[config.mk]
export PLATFORM = sky130hd
export DESIGN_NAME = modular_exponentiation
export DESIGN_NICKNAME = d
export VERILOG_FILES = /design/src/mexp_pkg.sv /design/src/modular_exponentiation.sv
export SDC_FILE = /design/constraint.sdc
export NUM_CORES = 1
export LEC_CHECK = 0
export ABC_AREA = 1
export BUFFER_PORTS_ARGS = -buffer_cell sky130_fd_sc_hd__buf_2
export CORE_ASPECT_RATIO = 0.5
export CORE_UTILIZATION = 35
export DETAILED_ROUTE_END_ITERATION = 10
export GPL_ROUTABILITY_DRIVEN = 1
export PLACE_DENSITY = 0.62
export REMOVE_ABC_BUFFERS = 1
export SLEW_MARGIN = 20
export SYNTH_ARGS = -nofsm -noshare
export SYNTH_HDL_FRONTEND = slang
export SYNTH_SLANG_ARGS = --single-unit
[constraint.sdc]
create_clock -name clk_i -period 11.25 [get_ports clk_i]
set_input_delay 0.5625 -clock clk_i [delete_from_list [all_inputs] [get_ports clk_i]]
set_output_delay 0.5625 -clock clk_i [all_outputs]
set_load 0.02 [all_outputs]
[src/mexp_pkg.sv]
// Package for the modular exponentiation block: word types and controller states.
package mexp_pkg;

  // Width of the data fields in the input and result words
  localparam int unsigned FIELD_W = 32;

  // Input word: base, exponent, modulus
  typedef struct packed {
    logic [FIELD_W-1:0] base_value;
    logic [FIELD_W-1:0] exponent_value;
    logic [FIELD_W-1:0] modulus_value;
  } mexp_in_t;

  // Result word
  typedef struct packed {
    logic [FIELD_W-1:0] power_result;
    logic               modulus_error;
  } mexp_out_t;

  // Controller states
  typedef enum logic [1:0] {
    ST_IDLE,
    ST_REDUCE,
    ST_MUL,
    ST_SQR
  } mexp_state_e;

endpackage

[src/modular_exponentiation.sv]
// Modular exponentiation top level: square-and-multiply over one bit-serial modmul unit.
//
// Usage: drive item_i and raise start while busy is low; the word is taken at that
// clock edge and, for a nonzero modulus, busy rises on the next cycle. One result
// word per input word appears on result_o, which done_o marks for exactly one cycle;
// the receiver cannot stall it. start may be raised again in the cycle done_o is high,
// since busy is low then. Operands are held to their low WIDTH bits. A zero modulus
// gives modulus_error = 1 and power_result = 0 in the cycle after the word is taken.
// Steps: reduce the base modulo the modulus, then for each of the WIDTH exponent bits,
// LSB first, multiply the result by the base when that bit is set and then square the
// base; the result is registered at the end. All steps use the single shared modular
// multiplier, which consumes one multiplier bit per cycle (double, reduce,
// conditionally add, reduce). One word is in flight at a time.
// Reset clears the controller and the strobe; data registers load on use.
module modular_exponentiation #(
  parameter int unsigned WIDTH = 32
) (
  input  logic                 clk_i,
  input  logic                 rst_ni,
  input  logic                 start,
  output logic                 busy,
  input  mexp_pkg::mexp_in_t   item_i,
  output logic                 done_o,
  output mexp_pkg::mexp_out_t  result_o
);
  import mexp_pkg::*;

  localparam int unsigned CntW = (WIDTH > 1) ? $clog2(WIDTH) : 1;
  localparam logic [CntW-1:0] LastIdx = CntW'(WIDTH - 1);

  mexp_state_e state_q, state_d;

  logic [WIDTH-1:0] mod_q, mod_d;      // modulus
  logic [WIDTH-1:0] base_q, base_d;    // running base (squared each exponent bit)
  logic [WIDTH-1:0] res_q, res_d;      // running result
  logic [WIDTH-1:0] exp_q, exp_d;      // exponent shift register, LSB first
  logic [WIDTH-1:0] acc_q, acc_d;      // modmul accumulator
  logic [WIDTH-1:0] mplr_q, mplr_d;    // multiplier bits, MSB first
  logic [CntW-1:0]  step_q, step_d;    // bit step within one modmul
  logic [CntW-1:0]  ebit_q, ebit_d;    // exponent bits left minus one
  logic             done_q, done_d;
  mexp_out_t        out_q, out_d;

  // Operands held to WIDTH bits
  logic [WIDTH-1:0] in_base, in_exp, in_mod;
  assign in_base = WIDTH'(64'(item_i.base_value));
  assign in_exp  = WIDTH'(64'(item_i.exponent_value));
  assign in_mod  = WIDTH'(64'(item_i.modulus_value));

  // One modmul step: shift in a bit, reduce, optionally add the base, reduce.
  logic [WIDTH:0]   dbl, dbl_red_w, sum;
  logic [WIDTH-1:0] dbl_red, sum_red, step_out;
  logic             shift_bit, add_en;

  always_comb begin
    shift_bit = (state_q == ST_REDUCE) ? mplr_q[WIDTH-1] : 1'b0;
    add_en    = (state_q != ST_REDUCE) && mplr_q[WIDTH-1];
    dbl       = {acc_q, shift_bit};
    dbl_red_w = (dbl >= {1'b0, mod_q}) ? (dbl - {1'b0, mod_q}) : dbl;
    dbl_red   = dbl_red_w[WIDTH-1:0];
    sum       = {1'b0, dbl_red} + {1'b0, base_q};
    sum_red   = (sum >= {1'b0, mod_q}) ? WIDTH'(sum - {1'b0, mod_q}) : sum[WIDTH-1:0];
    step_out  = add_en ? sum_red : dbl_red;
  end

  // Controller: next state and datapath loads
  always_comb begin
    state_d = state_q;
    mod_d   = mod_q;
    base_d  = base_q;
    res_d   = res_q;
    exp_d   = exp_q;
    acc_d   = step_out;
    mplr_d  = {mplr_q[WIDTH-2:0], 1'b0};
    step_d  = step_q - CntW'(1);
    ebit_d  = ebit_q;
    done_d  = 1'b0;
    out_d   = out_q;

    case (state_q)
      ST_IDLE: begin
        acc_d  = '0;
        mplr_d = in_base;
        step_d = LastIdx;
        ebit_d = LastIdx;
        mod_d  = in_mod;
        exp_d  = in_exp;
        res_d  = (in_mod == WIDTH'(1)) ? '0 : WIDTH'(1);
        if (start) begin
          if (in_mod == '0) begin
            done_d                 = 1'b1;
            out_d.power_result     = '0;
            out_d.modulus_error    = 1'b1;
          end else begin
            state_d = ST_REDUCE;
          end
        end
      end

      ST_REDUCE: begin
        if (step_q == '0) begin
          base_d = step_out;
          acc_d  = '0;
          step_d = LastIdx;
          if (exp_q[0]) begin
            state_d = ST_MUL;
            mplr_d  = res_q;
          end else begin
            state_d = ST_SQR;
            mplr_d  = step_out;
          end
        end
      end

      ST_MUL: begin
        if (step_q == '0) begin
          res_d   = step_out;
          acc_d   = '0;
          step_d  = LastIdx;
          state_d = ST_SQR;
          mplr_d  = base_q;
        end
      end

      ST_SQR: begin
        if (step_q == '0) begin
          base_d = step_out;
          acc_d  = '0;
          step_d = LastIdx;
          if (ebit_q == '0) begin
            state_d             = ST_IDLE;
            done_d              = 1'b1;
            out_d.power_result  = FIELD_W'(res_q);
            out_d.modulus_error = 1'b0;
          end else begin
            ebit_d = ebit_q - CntW'(1);
            exp_d  = {1'b0, exp_q[WIDTH-1:1]};
            if (exp_q[1]) begin
              state_d = ST_MUL;
              mplr_d  = res_q;
            end else begin
              state_d = ST_SQR;
              mplr_d  = step_out;
            end
          end
        end
      end

      default: begin
        state_d = ST_IDLE;
      end
    endcase
  end

  // Control registers
  always_ff @(posedge clk_i or negedge rst_ni) begin
    if (!rst_ni) begin
      state_q <= ST_IDLE;
      done_q  <= 1'b0;
    end else begin
      state_q <= state_d;
      done_q  <= done_d;
    end
  end

  // Data registers
  always_ff @(posedge clk_i) begin
    mod_q  <= mod_d;
    base_q <= base_d;
    res_q  <= res_d;
    exp_q  <= exp_d;
    acc_q  <= acc_d;
    mplr_q <= mplr_d;
    step_q <= step_d;
    ebit_q <= ebit_d;
    out_q  <= out_d;
  end

  assign busy     = (state_q != ST_IDLE);
  assign done_o   = done_q;
  assign result_o = out_q;

endmodule
== Word level (Yosys, flattened, before mapping) ==
Index checks and enable logic that the tools add are counted.
Storage, ports and cells
  logic and storage cells: 90
  input bits: 99
  output and inout port bits: 35
  register bits after elaboration: 238
Cells by class
  equality and inequality tests: 13
  mux-type cells: 43
  reduce and logical (&&, ||, !) cells: 15
  add/subtract/negate cells: 5
  $lt $le $gt $ge: 2
Operators by type and width (number)
  two-way mux 32 bit: 13
  case mux 32 bit (2 select lines): 3
  two-way mux 33 bit: 4
  case mux 32 bit (4 select lines): 1
  >= comparator 33 x 32 -> 1 bit: 2
  case mux 33 bit (2 select lines): 1
  subtractor 32 bit: 2
  adder 32 x 32 -> 33 bit: 1
  == test 32 x 1 -> 1 bit (second input constant): 1
  zero test 32 bit: 1
  case mux 5 bit (2 select lines): 2
  two-way mux 5 bit: 3
  inequality test 2 bit (second input constant): 7
  two-way mux 2 bit: 6
  zero test 5 bit: 2
  AND reduction 5 bit: 2
  subtractor 5 x 1 -> 5 bit (second input constant): 2
  two-way mux 1 bit: 8
  case mux 2 bit (4 select lines): 1
  nonzero test 2 bit: 3
  == test 2 bit (second input constant): 2
  inequality test 2 x 1 -> 1 bit (second input constant): 2
  AND reduction 2 bit: 2
  AND reduction 3 bit: 1
  6 further kinds: 6

== Longest topological paths before layout ==
  word-level depth: 12
  mapped depth: 50
  mapped depth without buffers: 49

== Least setup slack after synthesis ==
Ideal clock, no wire load.
  kind: register -> register
  start point: register state_q[0]
  end point: register ebit_q[0] (enable)
  arrival: 4923 ps
  library setup time: 483 ps
  clock period less this slack: 5406 ps
  path buffers: 3
  required time: 10767 ps
  setup slack: 5844 ps
  stages on the path, launching flop included: 8
  cell sequence: dfrtp_1 > inv_1 > ha_1 > clkbuf_1 > inv_1 > clkbuf_1 > clkbuf_1 > o21ai_0
Between the ends
  cells in the longest elaborated chain, start to end: 3
  elaborated cells between the ends (all ways): 6
  classes of those cells: eq/ne (3); reduce/logical (3)
RTL lines
  start: declaration: RTL line modular_exponentiation.sv:31  | mexp_state_e state_q, state_d;
  start signal: assignment: RTL line modular_exponentiation.sv:161  | state_q <= state_d;
  == test 2 bit or zero test 2 bit (tied branches): RTL line modular_exponentiation.sv:80  | case (state_q)
  inequality test 2 bit (no source line) or nonzero test 2 bit (tied branches)
  AND reduction 3 bit (no source line) *
  end signal: assignment: RTL line modular_exponentiation.sv:175  | ebit_q <= ebit_d;
  end: declaration: RTL line modular_exponentiation.sv:40  | logic [CntW-1:0] ebit_q, ebit_d;
Every way passes the cells marked *; elsewhere a longest branch is shown, timed or not.
A chain may end at the register's enable or synchronous reset.

== Worst setup path after layout ==
  start point: register state_q[1]
  end point: register mplr_q[31]
Between the ends
  cells in the longest elaborated chain, start to end: 12
  elaborated cells between the ends (all ways): 21
  classes of those cells: add/sub (3); order compare (2); eq/ne (4); mux (10); reduce/logical (2)
RTL lines
  == test 2 x 1 -> 1 bit: RTL line modular_exponentiation.sv:56, modular_exponentiation.sv:80
  two-way mux 1 bit: RTL line modular_exponentiation.sv:56  | shift_bit = (state_q == ST_REDUCE) ? mplr_q[WIDTH-1] : 1'b0;
  subtractor 32 bit or >= comparator 33 x 32 -> 1 bit (tied branches): RTL line modular_exponentiation.sv:59  | dbl_red_w = (dbl >= {1'b0, mod_q}) ? (dbl - {1'b0, mod_q}) : dbl;
  two-way mux 32 bit: RTL line modular_exponentiation.sv:59
  adder 32 x 32 -> 33 bit: RTL line modular_exponentiation.sv:61  | sum = {1'b0, dbl_red} + {1'b0, base_q};
  subtractor 32 bit or >= comparator 33 x 32 -> 1 bit (tied branches): RTL line modular_exponentiation.sv:62  | sum_red = (sum >= {1'b0, mod_q}) ? WIDTH'(sum - {1'b0, mod_q}) : sum[WIDTH-1:0];
  two-way mux 32 bit: RTL line modular_exponentiation.sv:62
  two-way mux 32 bit: RTL line modular_exponentiation.sv:63  | step_out = add_en ? sum_red : dbl_red;
  two-way mux 32 bit: RTL line modular_exponentiation.sv:138  | if (exp_q[1]) begin
  two-way mux 32 bit: RTL line modular_exponentiation.sv:130  | if (ebit_q == '0) begin
  two-way mux 32 bit: RTL line modular_exponentiation.sv:126  | if (step_q == '0) begin
  case mux 32 bit (4 select lines) *: RTL line modular_exponentiation.sv:80
  via mplr_d[31]: RTL line modular_exponentiation.sv:38  | logic [WIDTH-1:0] mplr_q, mplr_d;
  end signal: assignment: RTL line modular_exponentiation.sv:173  | mplr_q <= mplr_d;
  end: declaration: RTL line modular_exponentiation.sv:38
Mark *: on every way through the listed nets, which the timed path passes. The rest lies on a longest branch.

==> run summary <==
## Outcome
- outcome: finished, final reports clean

## Placement
- routability congestion estimate from global placement: 1.055
- buffers added on ports: 133
- HPWL reported at the end of detailed placement: 55.74 mm

## Die
- std cell rows: 59
- core region area: 52120 sq um
- Horiz. Die Dim: 327.4 microns
- Die H: 164.7 microns
- initial standard-cell utilization of the core: 35.54%
- Total Die Area: 53910 sq um
- Ports: 134

## Timing
- highest clock frequency the design can meet: 127.3 MHz
- setup repair after global routing missed its margin: false
- number of hold violations in the final report: 0
- worst slew margin relative to its limit: 38.98%
- Final Skew: 36.88 ps
- Final setup violation count: 0
- final count of pins violating max slew: 0
- Final period util: 69.81%
- actual slew at the worst max-slew pin: 915.3 ps
- setup total negative slack: 0 ps
- min cycle time layout: 7854 ps

## Synth
- number of library cell types mapped by synthesis: 49
- cell types with the largest area share after synthesis: sky130_fd_sc_hd__edfxtp_1 27%, sky130_fd_sc_hd__nand2_1 19%, sky130_fd_sc_hd__inv_1 8.0%
- EDFF count, synth: 166
- number of cells produced by synthesis: 2741
- Synth Warn #: 0
- cell type contributing the most total cell area after synthesis: sky130_fd_sc_hd__edfxtp_1
- Seq cells post-synth: 238
- Top FF cell, synth: sky130_fd_sc_hd__edfxtp_1
- synthesized area per cell: 6.758 sq um
- share of the synthesized area in the top cell type: 26.91%
- async set-reset flop share out of synthesis: 1.261%
- portion of the post-synthesis area used by sequential elements: 34.77%
- Syn Std Cell Area: 18520 sq um

## Route
- post-DR vias/cell: 5.109
- Initial DRC Count: 1882
- number of optimization iterations in the first detailed-route pass: 6
- total via count after detailed routing: 18200
- routed wire length per instance: 19.62 microns
- post-detailed-route DRC marker count: 0
- aggregate routed wire length: 69.87 mm
- residual antenna-violating net count after detailed routing: 0

## Critical path
- kind of start point of the critical path: flop
- Reg2Reg Setup Slack: 3400 ps
- master of the slowest instance on the critical path: sky130_fd_sc_hd__nor2_4
- crit path launch: state_q[1]
- category of the worst setup path capture point: flop
- Max stage delay on crit path: 590 ps
- reg2reg end: mplr_q[31]
- Worst R2R Path Depth: 41
- CP Data Arrival Time: 8390 ps
- kind of critical path: reg -> reg
- maximum fanout count along the critical path: 18
- cell seen most often among critical-path stages: sky130_fd_sc_hd__nand2_1
- Setup crit end: mplr_q[31]
- data required time at the worst endpoint: 11780 ps
- Reg-to-Reg Start: state_q[1]

## Clocking
- buffer levels on the longest clock path: 3
- buffer cell driving the clock tree root: sky130_fd_sc_hd__clkbuf_16
- Sinks on Clock Net: 238
- clock latency of the later-clocked register in the worst-skew pair: 600 ps
- level count of the clock H-tree: 1
- total CTS buffers: 25
- # Post-CTS Setup Buffers: 0
- CTS tree: built
- clock transition time at the flip-flop clock pins of the worst setup and hold paths: 70 ps

## GRT
- maximum number of pins on one net before global-route repair: 72
- most used routing layer in global routing: met2
- wire length of the first global-routing pass: 103.1 mm
- sum of overflow across all layers after global routing: 0
- GR Layer Usage met1: 37.39%
- met2 Use GR: 37.91%
- met3 track utilization from global routing: 5.561%
- initial antenna violation count: 2
- vias in the first global route: 16650
- global-route usage over all layers: 25.52%

## Cells and area
- final-stage net count: 3046
- fraction of final layout cells with drive strength greater than 1: 10.14%
- antenna diode count: 0
- Syn-to-layout area delta: 11.98%

## Worst hold path
- class of the worst hold path: in -> reg

## Job
- maximum capacitance violations: 0

cell type report:
| type | count | area (sq um) |
|---|---|---|
| Fill cell | 5674 | 31380 |
| Multi-Input combinational cell | 2014 | 10200 |
| Sequential cell | 238 | 6441 |
| Inverter | 407 | 1530 |
| Tap cell | 701 | 877.1 |
| Timing Repair Buffer | 156 | 840.8 |
| Clock buffer | 36 | 749.5 |
| Clock inverter | 10 | 107.6 |
placed cells by master (no fill, tap or decap), types with 6 or more instances in the layout:
master	Yosys	layout
sky130_fd_sc_hd__a21oi_1	235	234
sky130_fd_sc_hd__a21oi_2	10	11
sky130_fd_sc_hd__buf_2	2	133
sky130_fd_sc_hd__buf_4	2	22
sky130_fd_sc_hd__clkbuf_16	0	27
sky130_fd_sc_hd__dfxtp_1	69	69
sky130_fd_sc_hd__edfxtp_1	166	166
sky130_fd_sc_hd__ha_1	102	100
sky130_fd_sc_hd__inv_1	395	393
sky130_fd_sc_hd__inv_2	9	11
sky130_fd_sc_hd__nand2_1	961	960
sky130_fd_sc_hd__nand2_2	15	16
sky130_fd_sc_hd__nand3_1	161	161
sky130_fd_sc_hd__nand3_2	19	19
sky130_fd_sc_hd__nand3b_1	13	13
sky130_fd_sc_hd__nand4_1	13	13
sky130_fd_sc_hd__nor2_1	226	225
sky130_fd_sc_hd__nor2_2	12	12
sky130_fd_sc_hd__nor3_1	22	22
sky130_fd_sc_hd__nor4_1	9	8
sky130_fd_sc_hd__o211a_1	28	28
sky130_fd_sc_hd__o21ai_0	36	35
sky130_fd_sc_hd__o21ai_1	34	34
sky130_fd_sc_hd__o21bai_1	18	18
sky130_fd_sc_hd__or2_2	6	6
sky130_fd_sc_hd__xnor2_1	30	30
sky130_fd_sc_hd__xor2_1	23	23
state kept, by name, summed over array words and instances, names as in the netlist:
| signal | cells |
|---|---|
| mod_q | 32 |
| exp_q | 32 |
| step_q | 5 |
| result_o | 33 |
| ebit_q | 5 |
| state_q | 2 |
| mplr_q | 32 |
| done_o | 1 |
| acc_q | 32 |
| base_q | 32 |
| res_q | 32 |
synth_stat cells, types with 15 or more instances:
| cell type | instances |
|---|---|
| sky130_fd_sc_hd__nor3_1 | 22 |
| sky130_fd_sc_hd__inv_1 | 395 |
| sky130_fd_sc_hd__nand3_2 | 19 |
| sky130_fd_sc_hd__o21ai_0 | 36 |
| sky130_fd_sc_hd__o21ai_1 | 34 |
| sky130_fd_sc_hd__clkbuf_1 | 64 |
| sky130_fd_sc_hd__nand2_2 | 15 |
| sky130_fd_sc_hd__dfxtp_1 | 69 |
| sky130_fd_sc_hd__o21bai_1 | 18 |
| sky130_fd_sc_hd__ha_1 | 102 |
| sky130_fd_sc_hd__a21oi_1 | 235 |
| sky130_fd_sc_hd__xnor2_1 | 30 |
| sky130_fd_sc_hd__nand3_1 | 161 |
| sky130_fd_sc_hd__edfxtp_1 | 166 |
| sky130_fd_sc_hd__o211a_1 | 28 |
| sky130_fd_sc_hd__xor2_1 | 23 |
| sky130_fd_sc_hd__nand2_1 | 961 |
| sky130_fd_sc_hd__nor2_1 | 226 |
how the worst min path moves through the flow:
stage	start	depth (start not counted)	slack (ps)	end
floorplan	rst_ni	0	270	done_o
global placement	rst_ni	1	380	done_o
finish	item_i[11]	1	170	mod_q[11]
detailed placement	rst_ni	1	380	done_o
CTS	item_i[15]	1	150	mod_q[15]
global route	item_i[7]	1	150	mod_q[7]
worst max-delay path, delay by kind of cell (launching register included):
kind	cells	cell delay (ps)
and+or+nand+nor	28	4510
adders and majority gates	5	1580
AOI/OAI and AO/OA	4	880
DFF	1	410
buffers and inverters	4	360
routing by layer:
metal,part of all wire [%],routed length [microns]
met1,49,34090
met5,0.043,30
met4,2.3,1616
met3,7.9,5552
met2,41,28590
through the flow:
| step | hold slack (ps) | instances | area, sq um | setup slack (ps) | util, % |
|---|---|---|---|---|---|
| 6_report | 169.9 | 3562 | 20740 | 3396 | 39.80 |
| 5_1_grt | 150.8 | 3562 | 20740 | 2844 | 39.80 |
| 4_1_cts | 145.7 | 3562 | 20740 | 3653 | 39.80 |
| 3_5_place_dp | 377.9 | 3515 | 19880 | 3687 | 38.14 |
| 3_3_place_gp | 375.5 | 3515 | 19880 | 3652 | 38.14 |
| 2_1_floorplan | 266.9 | 2659 | 18130 | 4809 | - |
kinds of logic after synthesis:
group                    after synthesis  share of synthesized area (%)
adder cells (fa/ha/maj)              105                          7.214
XOR/XNOR                              53                          2.506
buffers and inverters                489                          10.38
AO/OA/AOI/OAI                        383                          11.97
flip-flops                           238                          34.77
AND/OR/NAND/NOR                     1473                          33.16
repair_timing:
action	in CTS	in global routing
hold endpoints to repair	3	0
hold buffers	1	0
gates resized for setup	0	0
Power is left out: the tool's default activity adds up to more than one toggle a clock period on the data nets, which glitch-free logic cannot reach.
